<file path="config.mk">
export PLATFORM = sky130hd
export DESIGN_NAME = rsop_div
export DESIGN_NICKNAME = d
export VERILOG_FILES = /design/src/design/rsop_pkg.sv /design/src/design/rsop_div.sv
export SDC_FILE = /design/constraint.sdc
export NUM_CORES = 1
export LEC_CHECK = 0
export ABC_AREA = 1
export ABC_CLOCK_PERIOD_IN_PS = 2900
export BUFFER_PORTS_ARGS = -buffer_cell sky130_fd_sc_hd__buf_2
export CAP_MARGIN = 10
export CORE_MARGIN = 1.5
export CORE_UTILIZATION = 55
export DETAILED_ROUTE_END_ITERATION = 8
export PLACE_DENSITY = 0.79
export SLEW_MARGIN = 20
export SYNTH_ARGS = -nofsm -noshare
export SYNTH_HDL_FRONTEND = slang
export SYNTH_SLANG_ARGS = --single-unit
</file>
<file path="constraint.sdc">
create_clock -name clk_i -period 2.9 [get_ports clk_i]
set_input_delay 0.435 -clock clk_i [delete_from_list [all_inputs] [get_ports clk_i]]
set_output_delay 0.435 -clock clk_i [all_outputs]
set_load 0.1 [all_outputs]
</file>
<file path="src/design/rsop_pkg.sv">
// Shared types, constants and saturation helpers for the rate sum-of-products block.
package rsop_pkg;

  localparam int VALUE_W       = 32;
  localparam int VALUE_INDEX_W = 9;
  localparam int NUMBER_W      = 11;
  localparam int OUT_INDEX_W   = 10;
  localparam int MOD_W         = 3;

  localparam logic OP_LOAD   = 1'b0;
  localparam logic OP_FACTOR = 1'b1;

  localparam logic [MOD_W-1:0] MOD_NEW_TERM  = 3'b100;
  localparam logic [MOD_W-1:0] MOD_ONE_MINUS = 3'b001;
  localparam logic [MOD_W-1:0] MOD_RECIP     = 3'b010;

  localparam logic [VALUE_W-1:0] FX_MAX = 32'h7FFF_FFFF;
  localparam logic [VALUE_W-1:0] FX_MIN = 32'h8000_0000;

  typedef enum logic [3:0] {
    ST_IDLE,
    ST_INDEX,
    ST_READ,
    ST_MODIFY,
    ST_DIV,
    ST_MUL,
    ST_MAG,
    ST_SAT,
    ST_EMIT
  } state_e;

  typedef struct packed {
    logic busy;
    logic done;
  } unit_status_t;

  typedef struct packed {
    logic [VALUE_W-1:0] value;
    logic               ovf;
  } sat_t;

  // Clamps a 33-bit signed sum to the 32-bit range.
  function automatic sat_t sat_sum(input logic [VALUE_W:0] v);
    sat_t r;
    r.ovf   = v[VALUE_W] ^ v[VALUE_W-1];
    r.value = r.ovf ? (v[VALUE_W] ? FX_MIN : FX_MAX) : v[VALUE_W-1:0];
    return r;
  endfunction

  // Applies a sign to a magnitude and clamps it to the 32-bit range.
  function automatic sat_t sat_mag(input logic [63:0] mag, input logic neg);
    sat_t r;
    if (neg) begin
      r.ovf   = mag > 64'h0000_0000_8000_0000;
      r.value = r.ovf ? FX_MIN : 32'd0 - mag[VALUE_W-1:0];
    end else begin
      r.ovf   = mag > 64'h0000_0000_7FFF_FFFF;
      r.value = r.ovf ? FX_MAX : mag[VALUE_W-1:0];
    end
    return r;
  endfunction

endpackage

</file>
<file path="src/design/rsop_div.sv">
// Bit-serial restoring divider that forms the fixed-point reciprocal quotient.
module rsop_div #(
  parameter int FRAC_BITS = 16,
  localparam int QW = 2 * FRAC_BITS + 1
) (
  input  logic                          clk_i,
  input  logic                          rst_ni,
  input  logic                          start_i,
  input  logic [rsop_pkg::VALUE_W-1:0]  divisor_i,
  output logic [QW-1:0]                 quotient_o,
  output rsop_pkg::unit_status_t        status_o
);
  import rsop_pkg::*;

  localparam int CW = $clog2(QW);

  logic [CW-1:0]      cnt_q, cnt_d;
  logic               busy_q, busy_d, done_q, done_d;
  logic [VALUE_W:0]   rem_q, rem_d;
  logic [QW-1:0]      quo_q, quo_d;
  logic [VALUE_W-1:0] dvs_q, dvs_d;
  logic [VALUE_W:0]   trial;

  // The dividend is a single one at bit 2*FRAC_BITS, so it enters on the first step only.
  always_comb begin
    cnt_d  = cnt_q;
    busy_d = busy_q;
    done_d = 1'b0;
    rem_d  = rem_q;
    quo_d  = quo_q;
    dvs_d  = dvs_q;
    trial  = {rem_q[VALUE_W-1:0], (cnt_q == CW'(QW - 1))};
    if (start_i) begin
      cnt_d  = CW'(QW - 1);
      busy_d = 1'b1;
      rem_d  = '0;
      quo_d  = '0;
      dvs_d  = divisor_i;
    end else if (busy_q) begin
      if (trial >= {1'b0, dvs_q}) begin
        rem_d = trial - {1'b0, dvs_q};
        quo_d = {quo_q[QW-2:0], 1'b1};
      end else begin
        rem_d = trial;
        quo_d = {quo_q[QW-2:0], 1'b0};
      end
      if (cnt_q == '0) begin
        busy_d = 1'b0;
        done_d = 1'b1;
      end else begin
        cnt_d = cnt_q - CW'(1);
      end
    end
  end

  always_ff @(posedge clk_i or negedge rst_ni) begin
    if (!rst_ni) begin
      busy_q <= 1'b0;
      done_q <= 1'b0;
      cnt_q  <= '0;
    end else begin
      busy_q <= busy_d;
      done_q <= done_d;
      cnt_q  <= cnt_d;
    end
  end

  always_ff @(posedge clk_i) begin
    rem_q <= rem_d;
    quo_q <= quo_d;
    dvs_q <= dvs_d;
  end

  assign quotient_o = quo_q;
  assign status_o   = '{busy: busy_q, done: done_q};

endmodule

</file>
# Word level (Yosys, flattened, before mapping)

Cells that the tools add are included.

Output and inout bits: 35
Bits in latches: 0
Input bits: 35
Word-level logic and storage cells: 25
Bits in writable memories: 0
Memories kept: 0
Memory bits (read-only): 0
Bits in registers: 105

Multiply operators: 0
Reductions and logical operators: 3
Bitwise logic cells: 0
Shift operators: 0
Mux-type cells: 11
Divide/modulo/power cells: 0
Magnitude comparators: 1
Add/sub/neg operators: 2
Equal/unequal tests: 2

Operator list:

| cell                                              | number |
|---|---|
| >= comparator 33 x 32 -> 1 bit                    | 1 |
| two-way mux 32 bit                                | 1 |
| subtractor 32 bit                                 | 1 |
| two-way mux 6 bit                                 | 3 |
| two-way mux 1 bit                                 | 7 |
| == test 6 bit (second input constant)             | 1 |
| logical NOT 6 bit                                 | 1 |
| subtractor 6 x 1 -> 6 bit (second input constant) | 1 |
| != test 2 bit (second input constant)             | 1 |
| AND reduction 2 bit                               | 1 |
| nonzero test 2 bit                                | 1 |

# Depth between registers and ports, before layout

Depth in word-level cells: 4
Depth in mapped cells: 21
Mapped depth without buffers: 21

# Worst setup path after synthesis

OpenSTA, ideal clock, no wires.

Path kind: flip-flop to flip-flop
From: register cnt_q[0]
To: register rem_q[28]
Stages on the path, launching flop included: 20
Data arrival time: 2.187 ns
Setup slack: 0.600 ns
Clock period less this slack: 2.300 ns
Setup time: 0.113 ns
Data required time: 2.787 ns
Cell sequence: dfrtp_1 inv_1 ha_1 inv_1 nor2_1 nand3_1 ha_1 inv_1 fa_1 nand2_1 a21oi_1 nand3_1 nand2_1 nand2_1 nand2_1 nand2_1 nand2_1 nand2_1 nand3_1 nand2_1

Word-level cells in the longest chain between the ends: 3
Elaborated cells between the ends (all ways): 4
Those cells by class: add/sub (1); order compare (1); eq/ne (1); mux (1)

RTL lines:

| what                                                                | RTL line                       | source |
|---|---|---|
| start, declared                                                     | rsop_div.sv:17                 | `logic [CW-1:0] cnt_q, cnt_d;` |
| start signal, assigned                                              | rsop_div.sv:64                 | `cnt_q <= cnt_d;` |
| == test 6 bit *                                                     | rsop_div.sv:32                 | `trial = {rem_q[VALUE_W-1:0], (cnt_q == CW'(QW - 1))};` |
| subtractor 32 bit or >= comparator 33 x 32 -> 1 bit (tied branches) | rsop_div.sv:41, rsop_div.sv:40 |  |
| two-way mux 32 bit *                                                | rsop_div.sv:40                 | `if (trial >= {1'b0, dvs_q}) begin` |
| end signal, assigned                                                | rsop_div.sv:69                 | `rem_q <= rem_d;` |
| end, declared                                                       | rsop_div.sv:19                 | `logic [VALUE_W:0] rem_q, rem_d;` |

Every way passes the cells marked *; elsewhere a longest branch is shown, timed or not.
A chain may end at the register's enable or synchronous reset.

# Worst setup path in the final report

From: register cnt_q[0]
To: register rem_q[18]

Same word-level chain as after synthesis.

==> impl_metrics.ini <==
[placement]
dp_hpwl_mm = 11.6
placedCellCount = 1129
place_congestion = 0.976
io_buffers = 69

[timing]
skew_ns = 0.0118
post-route-min-period_ns = 2.64
slew_viol_final = 0
final_hold_viol_count = 0
slew_headroom_pct = 38.9
max_slew.worst_pin.slew_ns = 0.915
timing.final.setup_violations = 0
min_period_over_period_pct = 90.9
max_freq_mhz = 379

[min_path]
timing.hold.worst_endpoint = dvs_q[22]
holdPathStages = 1
timing.hold.worst.start = divisor_i[22]
timing.hold.worst.class = in2reg

[logic_synthesis]
post_synth_fa_ha_maj_area_fraction_pct = 6.90
post_synth_xor_area_fraction_pct = 1.90
yosys_register_bits = 105
postSynthAreaPerCell_sq_um = 6.93
synthMuxAreaShare_pct = 0
postSynthNetCount = 1002
yosysSeqAreaShare_pct = 38.1
synth_warnings = 0
number_of_distinct_library_cells_after_synthesis = 39
synth.cell_area_sq_um = 6460
synth_largest_type_area_fraction_pct = 20.1
synth_simple_gate_area_share_pct = 32.3
netlist_top_cells_area = dfxtp_1 20%, nand2_1 17%, edfxtp_1 15%, inv_1 11%, ha_1 6.6%
synth_compound_area_share_pct = 7.36
cells_after_synthesis = 932
synth_top_family_by_area = simple AND/OR/NAND/NOR gates
post-synth-top-area-cell = dfxtp_1

[critical_path]
critPathCaptureType = flop
worstSetupPathType = reg2reg
cp.arrival_ns = 2.89
r2r-start = cnt_q[0]
cp_cell_sequence = inv_1 > ha_1 > inv_1 > nor2_1 > nand3_1 > ha_1 > inv_1 > fa_1 > nand2_1 > nand2_1 > nand3_1 > nand2_1 > nand2_1 > nand2_1 > nand2_1 > nand2_1 > nand2_1 > nand2_1 > nand2_1 > nand3_1 > nand2_1
timing.critical_path.slowest_stage_cell = dfrtp_1
r2r_end = rem_q[18]
cpLargestDelayFamily = simple AND/OR/NAND/NOR gates
cp-start-kind = flop
worstPathBufferInverterCount = 3
cpMostUsedCell = nand2_1
required_ns = 3.16
reg2reg_depth = 21
worst_reg2reg_setup_slack_ns = 0.26
timing.critical_path.slowest_cell_delay_ns = 0.39
critical_path_peak_fanout = 4

[cts]
cts.htree.levels = 3
clock-sinks = 105
tritoncts = built
clk_latency_ns = 0.37
worst_setup_hold_path_clk_slew_ns = 0.08
ctsRootBufferMaster = clkbuf_16
cts_made_buffers = 9
clock_tree.buffer_depth = 2

[pwr]
cellLeakagePower_nw = 3.84
power.ir.vdd_worst_mv = 0.609
power_per_cell_area_nw_per_um2 = 872

[floorplan]
pin_count = 70
dieHeight_um = 111
floorplan.die_area_sq_um = 12400
floorplan.initialDensity_pct = 56.6
cell_row_count = 39
design.core.area_sq_um = 11400
die-width_um = 111

[drt]
drc_errors = 0
detail-route-antenna-nets = 0
viasPerCell = 5.15
totalWireLength_mm = 15.5
vias = 5909
drtIter0Drc = 387
drt_first_pass_iters = 5
wire_per_inst_um = 13.5

[cells_and_area]
antenna_cells = 0
most-common-layout-cells = 294 x nand2_1, 188 x inv_1, 77 x nand3_1
flow.area_growth_from_synthesis_pct = 12.5
layout.cells.most_common = nand2_1
instances_no_fill = 1147
nets = 1069
final_layout_size_suffix_gt1_share_pct = 13.0
fin_util_pct = 63.6

[grt]
grt_first_pass_wirelength_mm = 27.0
antenna_found_initial = 0
grt.total_usage_pct = 26.5
gr-total-overflow = 0
grt_pass1_vias = 5819
grt_max_degree = 48

[outcome]
outcome = complete, no violations

[job]
drv_cap = 0
where the power goes:
| group | switching, mW | internal, mW | total [mW] |
|---|---|---|---|
| clock network | 0.625 | 0.671 | 1.30 |
| registers | 0.161 | 1.77 | 1.93 |
| logic | 2.06 | 1.05 | 3.11 |
layer usage:
metal  routed length (um)  track usage [%]
met1                 6970             35.0
met2                 7100             43.9
met3                 1160             5.55
met4                  312             8.44
met5                    0                0
registers in the layout, summed over array words and instances (netlist names):
name and flops:
rem_q 32, quotient_o 33, cnt_q 6, dvs_q 32, busy_q 1, done_q 1
cell usage after synthesis (all sizes together):
cell,n
nor4,1
nand2,307
nand3,79
ha,34
o22ai,31
xnor2,12
edfxtp,32
xor2,2
or2,1
nor3,10
inv,199
and2,1
o21bai,3
o31ai,1
dfrtp,8
fa,1
dfxtp,65
nor2,54
nand4,7
clkbuf,9
buf,12
a31oi,1
a21oi,23
o21ai,26
nand3b,13
what timing repair did:
action / in CTS / in global routing
gates resized for setup: 0 / 4
hold buffers: 1 / 0
setup buffers: 0 / 1
endpoints found under the hold margin: 8 / 0
setup endpoints to repair: 0 / 7
through the flow:
step	TNS [ns]	setup WS, ns	power, mW	hold slack (ns)	cell area (sq um)
final	0	0.264	6.33	0.236	7270
after global routing	-0.0295	-0.0120	6.86	0.226	7270
after detailed placement	0	0.224	4.98	0.286	6910
after floorplan	0	0.600	4.38	0.139	6460
after global placement	0	0.322	4.95	0.284	6910
after CTS	0	0.161	6.31	0.229	7240
logic make-up (layout without fill, tap and decap cells):
kind of cell,Yosys count,after routing
AND/OR/NAND/NOR,473,473
buffers and inverters,220,292
flip-flops,105,105
AO/OA/AOI/OAI,85,85
adder cells (fa/ha/maj),35,35
XOR/XNOR,14,14
final cells by class:
class                           instances  area (sq um)
Clock buffer                           10           250
Clock inverter                          6          75.1
Fill cell                            1054          4150
Inverter                              199           747
Multi-Input combinational cell        607          3140
Sequential cell                       105          2460
Tap cell                              143           179
Timing Repair Buffer                   77           408
worst max path at each step:
stage             start        end  slack, ns  cells past startpoint
3_3_place_gp   cnt_q[0]  rem_q[20]       0.32                     19
2_1_floorplan  cnt_q[0]  rem_q[28]       0.60                     19
5_1_grt        cnt_q[0]  rem_q[18]      -0.01                     21
6_report       cnt_q[0]  rem_q[18]       0.26                     21
3_5_place_dp   cnt_q[0]  rem_q[20]       0.22                     19
4_1_cts        cnt_q[0]  rem_q[20]       0.16                     19
Power figures use the tool's default switching activity.
