===== src/design/rsop_pkg.sv =====
// Shared types, constants and saturation helpers for the rate sum-of-products block.
package rsop_pkg;

  localparam int VALUE_W       = 32;
  localparam int VALUE_INDEX_W = 9;
  localparam int NUMBER_W      = 11;
  localparam int OUT_INDEX_W   = 10;
  localparam int MOD_W         = 3;

  localparam logic OP_LOAD   = 1'b0;
  localparam logic OP_FACTOR = 1'b1;

  localparam logic [MOD_W-1:0] MOD_NEW_TERM  = 3'b100;
  localparam logic [MOD_W-1:0] MOD_ONE_MINUS = 3'b001;
  localparam logic [MOD_W-1:0] MOD_RECIP     = 3'b010;

  localparam logic [VALUE_W-1:0] FX_MAX = 32'h7FFF_FFFF;
  localparam logic [VALUE_W-1:0] FX_MIN = 32'h8000_0000;

  typedef enum logic [3:0] {
    ST_IDLE,
    ST_INDEX,
    ST_READ,
    ST_MODIFY,
    ST_DIV,
    ST_MUL,
    ST_MAG,
    ST_SAT,
    ST_EMIT
  } state_e;

  typedef struct packed {
    logic busy;
    logic done;
  } unit_status_t;

  typedef struct packed {
    logic [VALUE_W-1:0] value;
    logic               ovf;
  } sat_t;

  // Clamps a 33-bit signed sum to the 32-bit range.
  function automatic sat_t sat_sum(input logic [VALUE_W:0] v);
    sat_t r;
    r.ovf   = v[VALUE_W] ^ v[VALUE_W-1];
    r.value = r.ovf ? (v[VALUE_W] ? FX_MIN : FX_MAX) : v[VALUE_W-1:0];
    return r;
  endfunction

  // Applies a sign to a magnitude and clamps it to the 32-bit range.
  function automatic sat_t sat_mag(input logic [63:0] mag, input logic neg);
    sat_t r;
    if (neg) begin
      r.ovf   = mag > 64'h0000_0000_8000_0000;
      r.value = r.ovf ? FX_MIN : 32'd0 - mag[VALUE_W-1:0];
    end else begin
      r.ovf   = mag > 64'h0000_0000_7FFF_FFFF;
      r.value = r.ovf ? FX_MAX : mag[VALUE_W-1:0];
    end
    return r;
  endfunction

endpackage


===== src/design/rsop_index.sv =====
// Reduces the one-based table index, row and column to zero-based values by a compare-subtract ladder.
module rsop_index #(
  parameter int TABLE_DEPTH = 256,
  parameter int INDEX_LIMIT = 1024,
  localparam int SLOT_AW = $clog2(TABLE_DEPTH)
) (
  input  logic                               clk_i,
  input  logic                               rst_ni,
  input  logic                               start_i,
  input  logic [rsop_pkg::VALUE_INDEX_W-1:0] value_index_i,
  input  logic [rsop_pkg::NUMBER_W-1:0]      row_number_i,
  input  logic [rsop_pkg::NUMBER_W-1:0]      col_number_i,
  output logic [SLOT_AW-1:0]                 slot_o,
  output logic [rsop_pkg::OUT_INDEX_W-1:0]   row_index_o,
  output logic [rsop_pkg::OUT_INDEX_W-1:0]   col_index_o,
  output rsop_pkg::unit_status_t             status_o
);
  import rsop_pkg::*;

  localparam int SLOT_MAX   = 2 ** VALUE_INDEX_W - 1 + TABLE_DEPTH - 1;
  localparam int SLOT_SW    = $clog2(SLOT_MAX + 1);
  localparam int SLOT_STEPS = $clog2(SLOT_MAX / TABLE_DEPTH + 1);
  localparam int NUM_MAX    = 2 ** NUMBER_W - 1 + INDEX_LIMIT - 1;
  localparam int NUM_SW     = $clog2(NUM_MAX + 1);
  localparam int NUM_STEPS  = $clog2(NUM_MAX / INDEX_LIMIT + 1);
  localparam int RED_STEPS  = (SLOT_STEPS > NUM_STEPS) ? SLOT_STEPS : NUM_STEPS;
  localparam int CNT_W      = $clog2(RED_STEPS + 1);

  localparam logic [SLOT_SW-1:0] SLOT_TOP = SLOT_SW'(TABLE_DEPTH * (2 ** (SLOT_STEPS - 1)));
  localparam logic [NUM_SW-1:0]  NUM_TOP  = NUM_SW'(INDEX_LIMIT * (2 ** (NUM_STEPS - 1)));

  logic [SLOT_SW-1:0] slot_q, slot_d, slot_sub_q, slot_sub_d;
  logic [NUM_SW-1:0]  row_q, row_d, col_q, col_d, num_sub_q, num_sub_d;
  logic [CNT_W-1:0]   cnt_q, cnt_d;
  logic               busy_q, busy_d, done_q, done_d;

  always_comb begin
    slot_d     = slot_q;
    slot_sub_d = slot_sub_q;
    row_d      = row_q;
    col_d      = col_q;
    num_sub_d  = num_sub_q;
    cnt_d      = cnt_q;
    busy_d     = busy_q;
    done_d     = 1'b0;
    if (start_i) begin
      slot_d     = SLOT_SW'(value_index_i) + SLOT_SW'(TABLE_DEPTH - 1);
      slot_sub_d = SLOT_TOP;
      row_d      = NUM_SW'(row_number_i) + NUM_SW'(INDEX_LIMIT - 1);
      col_d      = NUM_SW'(col_number_i) + NUM_SW'(INDEX_LIMIT - 1);
      num_sub_d  = NUM_TOP;
      cnt_d      = CNT_W'(RED_STEPS);
      busy_d     = 1'b1;
    end else if (busy_q) begin
      if (cnt_q <= CNT_W'(SLOT_STEPS)) begin
        if (slot_q >= slot_sub_q) begin
          slot_d = slot_q - slot_sub_q;
        end
        slot_sub_d = slot_sub_q >> 1;
      end
      if (cnt_q <= CNT_W'(NUM_STEPS)) begin
        if (row_q >= num_sub_q) begin
          row_d = row_q - num_sub_q;
        end
        if (col_q >= num_sub_q) begin
          col_d = col_q - num_sub_q;
        end
        num_sub_d = num_sub_q >> 1;
      end
      cnt_d = cnt_q - CNT_W'(1);
      if (cnt_q == CNT_W'(1)) begin
        busy_d = 1'b0;
        done_d = 1'b1;
      end
    end
  end

  always_ff @(posedge clk_i or negedge rst_ni) begin
    if (!rst_ni) begin
      busy_q <= 1'b0;
      done_q <= 1'b0;
      cnt_q  <= '0;
    end else begin
      busy_q <= busy_d;
      done_q <= done_d;
      cnt_q  <= cnt_d;
    end
  end

  always_ff @(posedge clk_i) begin
    slot_q     <= slot_d;
    slot_sub_q <= slot_sub_d;
    row_q      <= row_d;
    col_q      <= col_d;
    num_sub_q  <= num_sub_d;
  end

  assign slot_o      = slot_q[SLOT_AW-1:0];
  assign row_index_o = row_q[OUT_INDEX_W-1:0];
  assign col_index_o = col_q[OUT_INDEX_W-1:0];
  assign status_o    = '{busy: busy_q, done: done_q};

endmodule


===== config.mk =====
export PLATFORM = sky130hd
export DESIGN_NAME = rsop_index
export DESIGN_NICKNAME = d
export VERILOG_FILES = /design/src/design/rsop_pkg.sv /design/src/design/rsop_index.sv
export SDC_FILE = /design/constraint.sdc
export NUM_CORES = 1
export LEC_CHECK = 0
export BUFFER_PORTS_ARGS = -buffer_cell sky130_fd_sc_hd__buf_2
export CORE_MARGIN = 2
export CORE_UTILIZATION = 30
export CTS_CLUSTER_DIAMETER = 200
export DETAILED_ROUTE_END_ITERATION = 8
export GPL_ROUTABILITY_DRIVEN = 0
export HOLD_SLACK_MARGIN = 0.02
export PLACE_DENSITY_LB_ADDON = 0.08
export SLEW_MARGIN = 15
export SYNTH_ARGS = -nofsm -noshare
export SYNTH_HDL_FRONTEND = slang
export SYNTH_SLANG_ARGS = --single-unit

===== constraint.sdc =====
create_clock -name clk_i -period 7.8 [get_ports clk_i]
set_input_delay 1.56 -clock clk_i [delete_from_list [all_inputs] [get_ports clk_i]]
set_output_delay 1.56 -clock clk_i [all_outputs]
set_load 0.02 [all_outputs]

## Word-level counts from Yosys, hierarchy flattened

Index checks and enable logic that the tools add are counted.

| word-level totals | value |
|---|---|
| memory bits (read-only) | 0 |
| register bits after elaboration | 60 |
| output and inout bits | 30 |
| memories kept | 0 |
| latch bits | 0 |
| input bits | 34 |
| logic and storage cells | 49 |
| RAM bits | 0 |

| cells by class | value |
|---|---|
| divide/modulo/power cells | 0 |
| mux-type cells | 20 |
| $mul | 0 |
| $add $sub $neg | 7 |
| shift operators | 0 |
| bitwise operators | 0 |
| eq/ne operators | 1 |
| reductions and logical operators | 9 |
| $lt $le $gt $ge | 4 |

Operator list:

| operator | count |
|---|---|
| $mux 12 | 8 |
| $mux 10 | 4 |
| $add 11x10->12 const B | 2 |
| $ge 12x12->1 | 2 |
| $sub 12x12->12 | 2 |
| $add 9x8->10 const B | 1 |
| $ge 10x10->1 | 1 |
| $reduce_bool 2->1 | 5 |
| $sub 10x10->10 | 1 |
| $reduce_and 3->1 | 3 |
| $mux 1 | 6 |
| $mux 2 | 2 |
| $eq 2x1->1 const B | 1 |
| $le 2x2->1 const B | 1 |
| $reduce_and 2->1 | 1 |
| $sub 2x1->2 const B | 1 |

## Longest topological paths before layout

| logic depth | value |
|---|---|
| word-level depth | 5 |
| mapped depth | 8 |
| depth with buffers taken out | 8 |

## Least setup slack after synthesis

OpenSTA, ideal clock, no wires.

| timing | value |
|---|---|
| path kind | input to register |
| start | input port col_number_i[6] (netlist name) |
| end | register col_q[9] (data pin) |
| cell stages on the path | 5 |
| required time | 7544 ps |
| slack | 4597 ps |
| arrival | 2947 ps |
| setup time | 256 ps |
| buffers on the path | 0 |
| cells stage by stage | or4_4 > or3_4 > o41ai_1 > a21oi_1 > a31o_2 |

| on the way | value |
|---|---|
| cells in the longest elaborated chain, start to end | 2 |

RTL lines:

| item | line | text |
|---|---|---|
| start: declaration | rsop_index.sv:12 | `input logic [rsop_pkg::NUMBER_W-1:0] col_number_i,` |
| $add 11x10->12 | rsop_index.sv:50 | `col_d = NUM_SW'(col_number_i) + NUM_SW'(INDEX_LIMIT - 1);` |
| $mux 12 | rsop_index.sv:46 | `if (start_i) begin` |
| net col_d[9] | rsop_index.sv:33 | `logic [NUM_SW-1:0] row_q, row_d, col_q, col_d, num_sub_q, num_sub_d;` |
| end signal: assignment | rsop_index.sv:94 | `col_q <= col_d;` |
| end: declaration | rsop_index.sv:33 |  |

The timed path passes the listed nets, and every way through them passes these cells.
A chain may end at the register's enable or synchronous reset.

## Final worst setup path

Ends and elaborated chain as after synthesis.

==> run_results.csv <==
group,metric,value,unit
timing,holdWs,453,ps
finish,final_area,0.00482,mm^2
placed_design,place_area,0.00468,mm^2
hold_path,hold_path.startpoint,"slot_sub_q[9]",
cts,clockBufferDepth,2,
cts,cts_resized,0,
synthesis,synthMuxAreaShare,1.86,%
finish,final_nets,622,
synthesis,synth_common_cells,"62 x nand2_1, 39 x ha_1, 36 x a21oi_1",
synthesis,netlist_top_cells_area,"edfxtp_1 23%, ha_1 11%, dfxtp_1 5.5%",
synthesis,yosys.area_share.simple,20.8,%
route,ant_nets,0,
cts,postCtsSetupRepairBufs,0,
cts,htreeDepth,2,
finish,drive_gt1_share,14.6,%
floorplan,rows,44,
timing,period_minus_slack,3120,ps
global_routing,grtUsageTotal,15.1,%
timing,maxSlewViolCount,0,
floorplan,dieArea,0.0156,mm^2
route,via_count,3698,
floorplan,core_region_area,0.0144,mm^2
floorplan,ios,64,
route,routed_via_density,5.06,
placed_design,placedCellCount,723,
power_and_ir_drop,power.total,1.74,mW
finish,antenna_cells,0,
cts,hold_buffers,0,
global_routing,grt_first_pass_wirelength,18.8,mm
worst_setup_path,cp.required,7850,ps
synthesis,synth_fa_ha_area_share,12.5,%
synthesis,yosysTopAreaCell,"edfxtp_1",
worst_setup_path,path_buf_inv,1,
synthesis,syn_inst,514,
worst_setup_path,ff2ff_setup_slack,5080,ps
finish,final-instance-count-excl-fill,731,
worst_setup_path,crit_chain,"buf_2 > or4_4 > or3_4 > o41ai_1 > a21oi_1 > a31o_2",
status,status,"finished, final reports clean",
synthesis,ys_ff_latch,50,
route,post_drt_wl_per_cell,15.9,um
timing,worstMarginPinSlew,891,ps
hold_path,hold_path_depth,2,
route,wirelength,11.6,mm
worst_setup_path,r2r-start,"col_q[0]",
worst_setup_path,critical-path-top-delay-family,"simple AND/OR/NAND/NOR gates",
synthesis,ys_types,57,
synthesis,synthFlopType,"edfxtp_1",
timing,period_share,40.0,%
worst_setup_path,ff2ff_path_depth,8,
timing,rsz0062_at_grt,"no",
floorplan,chipHeight,125,um
route,drt_pass1_iterations,4,
placed_design,hpwl,8.89,mm
synthesis,synth_most_common_cell,"nand2_1",
hold_path,min_to,"slot_sub_q[8]",
global_routing,grt_overflow,0,
route,drcViolationCount,0,
cts,cts_tree,"done",
synthesis,synth_compound_area_share,18.9,%
floorplan,initial_core_util,30.5,%
global_routing,grt_pass1_vias,3627,
run,maxCapViolations,0,
timing,max_freq,0.320,GHz
synthesis,synth_area,0.00438,mm^2
worst_setup_path,rr_endpoint,"col_q[0]",
global_routing,antenna_found_initial,0,
timing,setup_viol,0,
power_and_ir_drop,p_leak,1.95,nW
timing,hold_viol,0,
cts,clk_pin_slew,70,ps
worst_setup_path,cp_slowest_cell,"or4_4",
power_and_ir_drop,ir_worst_vdd,97.9,uV
hold_path,hp-class,"reg2reg",
worst_setup_path,critPathMaxFanout,3,
worst_setup_path,end_kind,"register",
worst_setup_path,slowest_delay,540,ps
synthesis,synth.yosys.seq_area_share,31.1,%
synthesis,synth_top_area_share,23.3,%
floorplan,die_w,125,um
finish,area_delta_synth_final,10.1,%
synthesis,synth_xor_area_share,5.80,%
finish,final_util,33.5,%
synthesis,synthesis.nets,590,
placed_design,pre_cts_ws,4380,ps
synthesis,synth_top_family_by_area,"simple AND/OR/NAND/NOR gates",
synthesis,synth-edff-count,34,
synthesis,synth_async_sr_flop_share,8.00,%
worst_setup_path,arrival,3170,ps
synthesis,avgSynthCellArea,8.51,um^2
timing,fin_skew,8.12,ps
worst_setup_path,start_kind,"primary input",
synthesis,yosysWarnings,0,
power_and_ir_drop,power.density,360,mW/mm^2
cts,insertion_delay,290,ps
route,drt-initial-drc-count,196,
cts,cts.sinks,50,
cts,cts_buffers,5,
timing,slew_headroom,40.6,%
timing,fin_ws,4680,ps
worst_setup_path,crit_type,"in2reg",
timing,setup_tns,0,ps
cts,cts_root_buf,"clkbuf_16",
placed_design,numPortBuffers,63,
global_routing,grt_max_degree,80,
cells in the final DEF (no fill, tap or decap), types with 3 or more instances in the layout:
master,count
buf_2,63
nand2_1,62
ha_1,39
a21oi_1,36
edfxtp_1,34
inv_1,32
o21ai_0,27
nor2_1,25
nor3_1,18
xor2_1,15
nand3_1,14
xnor2_1,14
nand2b_1,12
dfxtp_1,12
o31ai_1,9
o21a_1,9
nor2b_1,9
a211oi_1,8
or3_1,8
mux2i_1,7
nor3b_1,7
and3_1,7
a21o_1,6
a31oi_1,6
o211ai_1,5
nor4_1,5
clkbuf_16,5
nand4_1,4
dfrtp_1,4
buf_4,4
a211o_1,3
fa_1,3
layout make-up:
class	instances	area, um^2
sequential	50	1360
inverter	33	126
fill	1520	9550
tap	184	230
timing repair buffer	67	345
clock buffer	6	129
multi-input combinational	389	2620
clock inverter	2	8.76
routing by layer:
layer,share of wire (%),GRT usage (%),vias to the layer above
met5,0,0,-
met4,0.92,3.17,0
met3,2.8,2.49,4
met2,46,25.2,59
met1,50,20.5,1731
li1,-,-,1904
kinds of logic (layout without fill, tap and decap cells):
kind of cell	Yosys count	in the layout
XOR/XNOR	29	29
adder cells (fa/ha/maj)	42	42
AO/OA/AOI/OAI	129	129
buffers and inverters	75	108
flip-flops	50	50
AND/OR/NAND/NOR	181	181
multiplexers	8	8
flip-flops by register name (all words and copies together) (netlist names):
signal / flops
num_sub_q: 2
cnt_q: 2
slot_q: 10
slot_sub_q: 10
busy_q: 1
col_q: 12
done_q: 1
row_q: 12
worst max-delay path by stage:
stage / startpoint / to / slack, ps / cells past startpoint
2_1_floorplan: col_number_i[6] / col_q[9] / 4600 / 5
3_3_place_gp: col_number_i[6] / col_q[9] / 4400 / 6
3_5_place_dp: start_i / slot_q[7] / 4380 / 5
4_1_cts: col_number_i[6] / col_q[9] / 4690 / 6
5_1_grt: start_i / row_q[0] / 4590 / 5
6_report: col_number_i[6] / col_q[9] / 4680 / 6
tightest hold or removal path, cell delays in order (launching register included):
cell and delay (ps):
dfxtp_1 310, nand2_1 50, a21oi_1 50
where the power goes:
group	total, mW	internal [mW]	switching, mW
registers	0.483	0.423	0.0599
logic	1.03	0.393	0.638
clock network	0.222	0.118	0.104
total	1.74	0.934	0.802
(Power assumes the default switching activity.)
